==> src/rtl/rnrb_pkg.sv <==
`timescale 1ns / 1ps
`default_nettype none
// ----------------------------------------------------------------------------
// rnrb_pkg: shared types and constants of the RTC nibble register bank
// Word formats, operation codes, bank geometry and the divide-by-ten helper.
// ----------------------------------------------------------------------------
package rnrb_pkg;

    localparam logic [1:0] OpSelect = 2'd0;
    localparam logic [1:0] OpWrite  = 2'd1;
    localparam logic [1:0] OpRead   = 2'd2;

    localparam logic [3:0] NibbleMask = 4'hF;
    localparam logic [7:0] ReadHigh   = 8'hF0;
    localparam logic [3:0] ModeReg    = 4'd13;
    localparam int         BankRegs   = 13;
    localparam int         BankCount  = 4;
    localparam int         StoreDepth = BankRegs * BankCount;
    localparam int         StoreAw    = $clog2(StoreDepth);

    typedef struct packed {
        logic [1:0] operation;
        logic [7:0] data_in;
        logic [5:0] time_seconds;
        logic [5:0] time_minutes;
        logic [4:0] time_hours;
        logic [2:0] time_weekday;
        logic [4:0] time_day;
        logic [3:0] time_month;
        logic [7:0] time_years_since_1980;
    } t_in_word;

    typedef struct packed {
        logic [7:0] read_data;
    } t_out_word;

    typedef struct packed {
        logic               wr_en;
        logic [StoreAw-1:0] wr_addr;
        logic [3:0]         wr_data;
        logic               rd_en;
        logic [StoreAw-1:0] rd_addr;
    } t_store_req;

    typedef struct packed {
        logic [7:0] quo;
        logic [3:0] rem;
    } t_divmod;

    // Quotient by 205/2048, exact for every 8-bit value.
    function automatic t_divmod divmod10(input logic [7:0] x);
        logic [18:0] prod;
        logic [7:0]  q;
        logic [11:0] q10;
        t_divmod     res;
        prod     = {11'd0, x} * 19'd205;
        q        = prod[18:11];
        q10      = {4'd0, q} * 12'd10;
        res.quo  = q;
        res.rem  = 4'(x - q10[7:0]);
        return res;
    endfunction

endpackage
`default_nettype wire

==> src/rtl/rnrb_if.sv <==
`timescale 1ns / 1ps
`default_nettype none
// ----------------------------------------------------------------------------
// rnrb_if: valid/ready channels of the RTC nibble register bank
// One channel carries access words in, the other carries read words out.
// ----------------------------------------------------------------------------
interface rnrb_in_if;
    import rnrb_pkg::*;
    logic     valid;
    logic     ready;
    t_in_word payload;
    modport source (output valid, output payload, input ready);
    modport sink   (input valid, input payload, output ready);
endinterface

interface rnrb_out_if;
    import rnrb_pkg::*;
    logic      valid;
    logic      ready;
    t_out_word payload;
    modport source (output valid, output payload, input ready);
    modport sink   (input valid, input payload, output ready);
endinterface
`default_nettype wire

==> src/rtl/rtc_nibble_register_bank.sv <==
`timescale 1ns / 1ps
`default_nettype none
// ----------------------------------------------------------------------------
// rtc_nibble_register_bank: RTC nibble register bank
// Select, write and read accesses on a bank of CMOS nibbles and clock digits.
// ----------------------------------------------------------------------------
// One access word is taken every cycle while the result is not stalled. A
// word is registered on entry, and is decoded and applied to the register
// state once the result stage can advance. A read returns its byte from the
// result register, or for a stored nibble from the registered read port of
// the nibble store. Select and write words give no result. The store is
// usable at once after reset.
module rtc_nibble_register_bank (
    input  wire logic  i_clk,
    input  wire logic  i_rst_n,
    rnrb_in_if.sink    i_in,
    rnrb_out_if.source o_out
);
    import rnrb_pkg::*;

    logic       r_a_valid;
    t_in_word   r_a_word;
    logic       r_b_valid;
    logic       r_b_from_mem;
    logic [3:0] r_b_nib;
    logic [3:0] r_sel;
    logic [3:0] r_mode;

    logic [3:0]         n_sel;
    logic [3:0]         n_mode;
    logic               n_b_from_mem;
    logic [3:0]         n_b_nib;
    logic               advance;
    logic               a_fire;
    logic [3:0]         in_nib;
    logic               in_bank;
    logic [1:0]         bank;
    logic [StoreAw-1:0] addr;
    logic [3:0]         digit;
    logic [3:0]         rd_data;
    t_store_req         req;

    assign advance    = !r_b_valid || o_out.ready;
    assign a_fire     = r_a_valid && advance;
    assign i_in.ready = !r_a_valid || advance;

    assign in_nib  = r_a_word.data_in[3:0];
    assign bank    = r_mode[1:0];
    assign in_bank = r_sel < ModeReg;
    assign addr    = StoreAw'({4'd0, bank} * 6'(BankRegs)) + StoreAw'(r_sel);

    rnrb_digit u_digit (
        .i_reg   (r_sel),
        .i_word  (r_a_word),
        .o_digit (digit)
    );

    always_comb begin
        n_sel        = r_sel;
        n_mode       = r_mode;
        n_b_from_mem = 1'b0;
        n_b_nib      = NibbleMask;
        req.wr_en    = 1'b0;
        req.wr_addr  = addr;
        req.wr_data  = in_nib;
        req.rd_en    = 1'b0;
        req.rd_addr  = addr;
        if (a_fire) begin
            unique case (r_a_word.operation)
                OpSelect: n_sel = in_nib;
                OpWrite: begin
                    if (in_bank) begin
                        req.wr_en = 1'b1;
                    end else if (r_sel == ModeReg) begin
                        n_mode = in_nib;
                    end
                end
                OpRead: begin
                    priority if (r_sel == ModeReg) begin
                        n_b_nib = r_mode;
                    end else if (!in_bank) begin
                        n_b_nib = NibbleMask;
                    end else if (bank == 2'd0) begin
                        n_b_nib = digit;
                    end else begin
                        n_b_from_mem = 1'b1;
                        req.rd_en    = 1'b1;
                    end
                end
                default: ;
            endcase
        end
    end

    rnrb_store u_store (
        .i_clk     (i_clk),
        .i_rst_n   (i_rst_n),
        .i_req     (req),
        .o_rd_data (rd_data)
    );

    always_ff @(posedge i_clk) begin
        if (!i_rst_n) begin
            r_a_valid <= 1'b0;
            r_b_valid <= 1'b0;
            r_sel     <= 4'd0;
            r_mode    <= 4'd0;
        end else begin
            r_sel  <= n_sel;
            r_mode <= n_mode;
            if (i_in.ready) begin
                r_a_valid <= i_in.valid;
            end
            if (advance) begin
                r_b_valid <= a_fire && (r_a_word.operation == OpRead);
            end
        end
    end

    always_ff @(posedge i_clk) begin
        if (i_in.valid && i_in.ready) begin
            r_a_word <= i_in.payload;
        end
        if (a_fire) begin
            r_b_from_mem <= n_b_from_mem;
            r_b_nib      <= n_b_nib;
        end
    end

    assign o_out.valid             = r_b_valid;
    assign o_out.payload.read_data = ReadHigh | {4'd0, (r_b_from_mem ? rd_data : r_b_nib)};

endmodule
`default_nettype wire

==> src/rtl/rnrb_digit.sv <==
`timescale 1ns / 1ps
`default_nettype none
// ----------------------------------------------------------------------------
// rnrb_digit: clock digit decode
// Turns the binary time fields into the decimal nibble of one bank 0 register.
// ----------------------------------------------------------------------------
module rnrb_digit (
    input  wire  logic [3:0]         i_reg,
    input  wire  rnrb_pkg::t_in_word i_word,
    output logic [3:0]               o_digit
);
    import rnrb_pkg::*;

    logic [7:0] operand;
    t_divmod    dm;
    t_divmod    dm_hi;

    always_comb begin
        unique case (i_reg)
            4'd0, 4'd1:   operand = {2'd0, i_word.time_seconds};
            4'd2, 4'd3:   operand = {2'd0, i_word.time_minutes};
            4'd4, 4'd5:   operand = {3'd0, i_word.time_hours};
            4'd7, 4'd8:   operand = {3'd0, i_word.time_day};
            4'd9, 4'd10:  operand = {4'd0, i_word.time_month};
            default:      operand = i_word.time_years_since_1980;
        endcase
    end

    assign dm    = divmod10(operand);
    // The years tens digit wraps at ten, so the quotient is split once more.
    assign dm_hi = divmod10(dm.quo);

    always_comb begin
        unique case (i_reg)
            4'd0, 4'd2, 4'd4, 4'd7, 4'd9, 4'd11: o_digit = dm.rem;
            4'd1, 4'd3, 4'd5, 4'd8, 4'd10:       o_digit = dm.quo[3:0];
            4'd6:                                o_digit = {1'b0, i_word.time_weekday};
            4'd12:                               o_digit = dm_hi.rem;
            default:                             o_digit = NibbleMask;
        endcase
    end

endmodule
`default_nettype wire

==> src/rtl/rnrb_store.sv <==
`timescale 1ns / 1ps
`default_nettype none
// ----------------------------------------------------------------------------
// rnrb_store: CMOS nibble store
// Four banks of thirteen nibbles in one memory with a registered read port.
// Per-entry valid bits make unwritten entries read as zero after reset.
// ----------------------------------------------------------------------------
module rnrb_store (
    input  wire  logic                 i_clk,
    input  wire  logic                 i_rst_n,
    input  wire  rnrb_pkg::t_store_req i_req,
    output logic [3:0]                 o_rd_data
);
    import rnrb_pkg::*;

    logic [3:0]            r_mem [StoreDepth];
    logic [StoreDepth-1:0] r_written;
    logic [3:0]            r_rd_data;
    logic                  r_rd_written;

    always_ff @(posedge i_clk) begin
        if (i_req.wr_en) begin
            r_mem[i_req.wr_addr] <= i_req.wr_data;
        end
        if (i_req.rd_en) begin
            r_rd_data <= r_mem[i_req.rd_addr];
        end
    end

    always_ff @(posedge i_clk) begin
        if (!i_rst_n) begin
            r_written    <= '0;
            r_rd_written <= 1'b0;
        end else begin
            if (i_req.wr_en) begin
                r_written[i_req.wr_addr] <= 1'b1;
            end
            if (i_req.rd_en) begin
                r_rd_written <= r_written[i_req.rd_addr];
            end
        end
    end

    assign o_rd_data = r_rd_written ? r_rd_data : 4'd0;

endmodule
`default_nettype wire

==> src/flat_wrapper.sv <==
// flat-port wrapper written by rule: the top's interface ports become plain ports
module rtc_nibble_register_bank_flat import rnrb_pkg::*;
  (i_clk, i_rst_n, i_in_valid, i_in_payload, i_in_ready, o_out_valid, o_out_payload, o_out_ready);
  rnrb_in_if i_in_i ();
  rnrb_out_if o_out_i ();
  input  wire logic i_clk;
  input  wire logic i_rst_n;
  input wire logic [$bits(i_in_i.valid)-1:0] i_in_valid;
  input wire logic [$bits(i_in_i.payload)-1:0] i_in_payload;
  output wire logic [$bits(i_in_i.ready)-1:0] i_in_ready;
  output wire logic [$bits(o_out_i.valid)-1:0] o_out_valid;
  output wire logic [$bits(o_out_i.payload)-1:0] o_out_payload;
  input wire logic [$bits(o_out_i.ready)-1:0] o_out_ready;
  assign i_in_i.valid = i_in_valid;
  assign i_in_i.payload = i_in_payload;
  assign i_in_ready = i_in_i.ready;
  assign o_out_valid = o_out_i.valid;
  assign o_out_payload = o_out_i.payload;
  assign o_out_i.ready = o_out_ready;
  rtc_nibble_register_bank u_core (.i_clk(i_clk), .i_rst_n(i_rst_n), .i_in(i_in_i), .o_out(o_out_i));
endmodule
==> config.mk <==
export PLATFORM = sky130hd
export DESIGN_NAME = rtc_nibble_register_bank_flat
export DESIGN_NICKNAME = d
export VERILOG_FILES = /design/src/rtl/rnrb_pkg.sv /design/src/rtl/rnrb_if.sv /design/src/rtl/rtc_nibble_register_bank.sv /design/src/rtl/rnrb_digit.sv /design/src/rtl/rnrb_store.sv /design/src/flat_wrapper.sv
export SDC_FILE = /design/constraint.sdc
export NUM_CORES = 1
export LEC_CHECK = 0
export BUFFER_PORTS_ARGS = -buffer_cell sky130_fd_sc_hd__buf_2
export CAP_MARGIN = 40
export CORE_MARGIN = 1
export CORE_UTILIZATION = 42
export CTS_CLUSTER_SIZE = 24
export DETAILED_ROUTE_END_ITERATION = 10
export PLACE_DENSITY = 0.62
export SYNTH_ARGS = -nofsm -noshare
export SYNTH_HDL_FRONTEND = slang
export SYNTH_SLANG_ARGS = --single-unit
export TNS_END_PERCENT = 1
==> constraint.sdc <==
create_clock -name i_clk -period 11.8 [get_ports i_clk]
set_input_delay 0.59 -clock i_clk [delete_from_list [all_inputs] [get_ports i_clk]]
set_output_delay 0.59 -clock i_clk [all_outputs]
set_load 0.01 [all_outputs]
==> results.json <==
{
  "design.core.area_um2": 33500,
  "maxSlewHeadroom_pct": 39.8,
  "placedCellCount": 1520,
  "clk_path_buf_depth": 3,
  "drive_gt1_share_pct": 12.1,
  "die_w_um": 187,
  "nets": 1248,
  "synth_xor_xnor_area_share_pct": 1.42,
  "synth_top_family_by_area": "compound AO/OA/AOI/OAI gates",
  "slew_violations": 0,
  "cts-root-buf": "clkbuf_16",
  "initial_utilization_pct": 42.7,
  "final_common_cell": "edfxtp_1",
  "avgViaCountPerCell": 5.60,
  "htree_levels": 2,
  "startpoint_type": "register",
  "syn_avg_cell_area_um2": 13.6,
  "yosys.area_share.simple_pct": 5.84,
  "synth_edf_count": 260,
  "port_buffers": 52,
  "yosys_warnings": 0,
  "finalNonFillerCells": 1582,
  "dp_hpwl_um": 20800,
  "grt_pass1_vias": 9014,
  "synth_seq_cells": 323,
  "synth_mux_area_share_pct": 1.89,
  "worst_ep_required_time_ps": 12070,
  "yosysSeqAreaShare_pct": 63.3,
  "path_buf_inv": 4,
  "peakVddDrop_mv": 0.106,
  "drc": 0,
  "grt_max_degree": 64,
  "synth_fa_ha_area_share_pct": 8.61,
  "synth_compound_area_share_pct": 15.5,
  "fin_crit_ps": 9650,
  "ctsHoldBuffers": 0,
  "critPathMaxStageDelay_ps": 750,
  "rsz0062_at_grt": "false",
  "max_freq_mhz": 104,
  "async_flop_share_pct": 0,
  "slowest_stage": "dfxtp_1",
  "worstMarginPinSlew_ps": 881,
  "fin_setup_tns_ps": 0,
  "cts_tree": "yes",
  "syn_inst": 1050,
  "path_class": "reg -> reg",
  "crit_family": "compound AO/OA/AOI/OAI gates",
  "cap_violations": 0,
  "status": "completed",
  "leakage_uw": 0.00574,
  "clkTransAtPathRegs_ps": 60,
  "synth_area_um2": 14300,
  "wl_per_cell_um": 20.5,
  "insertedDiodeCount": 0,
  "fin_skew_ps": 26.4,
  "clock_sinks": 323,
  "gp_congestion": 0.813,
  "cts_made_buffers": 34,
  "post-route-period-util_pct": 81.8,
  "track_usage_pct": 19.0,
  "grt_pass1_wl_um": 51400,
  "num_rows": 67,
  "drt_pass1_iterations": 7,
  "power_density_nw_per_um2": 162,
  "cp_common_cell": "ha_1",
  "post-cts-setup-buffers": 0,
  "post_cts_resize_count": 0,
  "cp-end-kind": "register",
  "fp.dieArea_um2": 34800,
  "grt_overflow": 0,
  "final_cell_mix": "260 x edfxtp_1, 73 x ha_1, 72 x nor2_1",
  "worstPathArrival_ps": 9920,
  "ios": 61,
  "yosysUniqueCellTypes": 67,
  "setup_viol_count_final": 0,
  "ant_nets": 0,
  "clock_latency_ps": 530,
  "drt_iter0_markers": 684,
  "fp.dieH_um": 187,
  "antenna_found_initial": 0,
  "wirelength_um": 32500,
  "hold_viol": 0,
  "power_uw": 2630,
  "cp_max_fo": 19,
  "area_delta_synth_final_pct": 13.3,
  "synthFlopType": "edfxtp_1",
  "hold_path_class": "in -> reg",
  "vias": 8864
}
==> kinds of logic after synthesis <==
logic type	Yosys count
xor gates and xnor gates	21
muxes	22
and+or+nand+nor	180
buffers and inverters	123
other	1
DFF	323
adders and majority gates	89
AOI/OAI and AO/OA	291
==> final timing paths <==
| check | from | end | slack (ps) | cells after the start |
|---|---|---|---|---|
| worst max-delay path | u_core.r_sel[3]$_SDFFE_PN0P_ | u_core.r_b_nib[1]$_SDFFCE_PN1P_ | 2150 | 32 |
| worst min-delay path | i_in_payload[30] | u_core.r_a_word[30]$_DFFE_PP_ | 240 | 1 |
| worst max register to register | u_core.r_sel[3]$_SDFFE_PN0P_ | u_core.r_b_nib[1]$_SDFFCE_PN1P_ | 2150 | 32 |
| worst min register to register | u_core.u_store.r_written[20]$_SDFFE_PN0P_ | u_core.u_store.r_written[20]$_SDFFE_PN0P_ | 460 | 1 |
==> power breakdown <==
part	switching, µW	internal, µW
Sequential	5.03	1240
Clock	431	586
Combinational	212	156
Total	647	1980
==> synthesized netlist by cell type (all sizes together) (9+ instances only) <==
cell type | number | area (µm²)
clkbuf | 38 | 143
buf | 15 | 85.1
edfxtp | 260 | 7810
a21oi | 19 | 98.9
ha | 73 | 913
nor2 | 74 | 278
a221oi | 32 | 287
nor2b | 17 | 106
nor3 | 10 | 50.1
xnor2 | 16 | 159
o21ai | 15 | 75.1
nand2 | 41 | 154
fa | 16 | 320
o21a | 55 | 413
dfxtp | 63 | 1260
nand3 | 9 | 45.0
a31oi | 31 | 194
mux2i | 18 | 180
a22o | 30 | 263
a22oi | 67 | 503
inv | 70 | 263
==> registers in the layout, summed over array words and instances (netlist names) <==
signal                       count
u_core.u_store.r_mem           208
u_core.u_store.r_written        52
u_core.r_a_word                 39
u_core.in_nib                    4
u_core.r_b_nib                   4
u_core.r_mode                    4
u_core.r_sel                     4
u_core.u_store.r_rd_data         4
u_core.o_out.valid               1
u_core.r_a_valid                 1
u_core.r_b_from_mem              1
u_core.u_store.r_rd_written      1
==> area by class of cell <==
cell class / count / area, µm²
fillers: 2952 / 17300
flip-flops and latches: 323 / 9070
multi-input cells: 607 / 4800
clock buffers: 52 / 948
well taps: 448 / 561
repair buffers: 72 / 460
inverters: 70 / 263
clock inverters: 10 / 119
==> stage by stage <==
step	hold slack, ps	instance area, µm²	utilization (%)	setup WS (ps)
after CTS	225	16200	48.4	2080
after global routing	221	16200	48.4	1480
after detailed placement	453	15200	45.2	2100
after global placement	447	15100	45.0	2000
final	243	16200	48.4	2150
after floorplan	441	14300	-	3490
==> metal layers <==
layer	track usage (%)	up-vias	share of wire [%]	routed length, µm
li1	-	4139	-	-
met1	25.7	4421	44	14200
met2	31.7	253	49	15800
met3	2.78	51	5.3	1740
met4	5.58	0	2.1	690
met5	0	-	0	0
(Power assumes the default switching activity.)
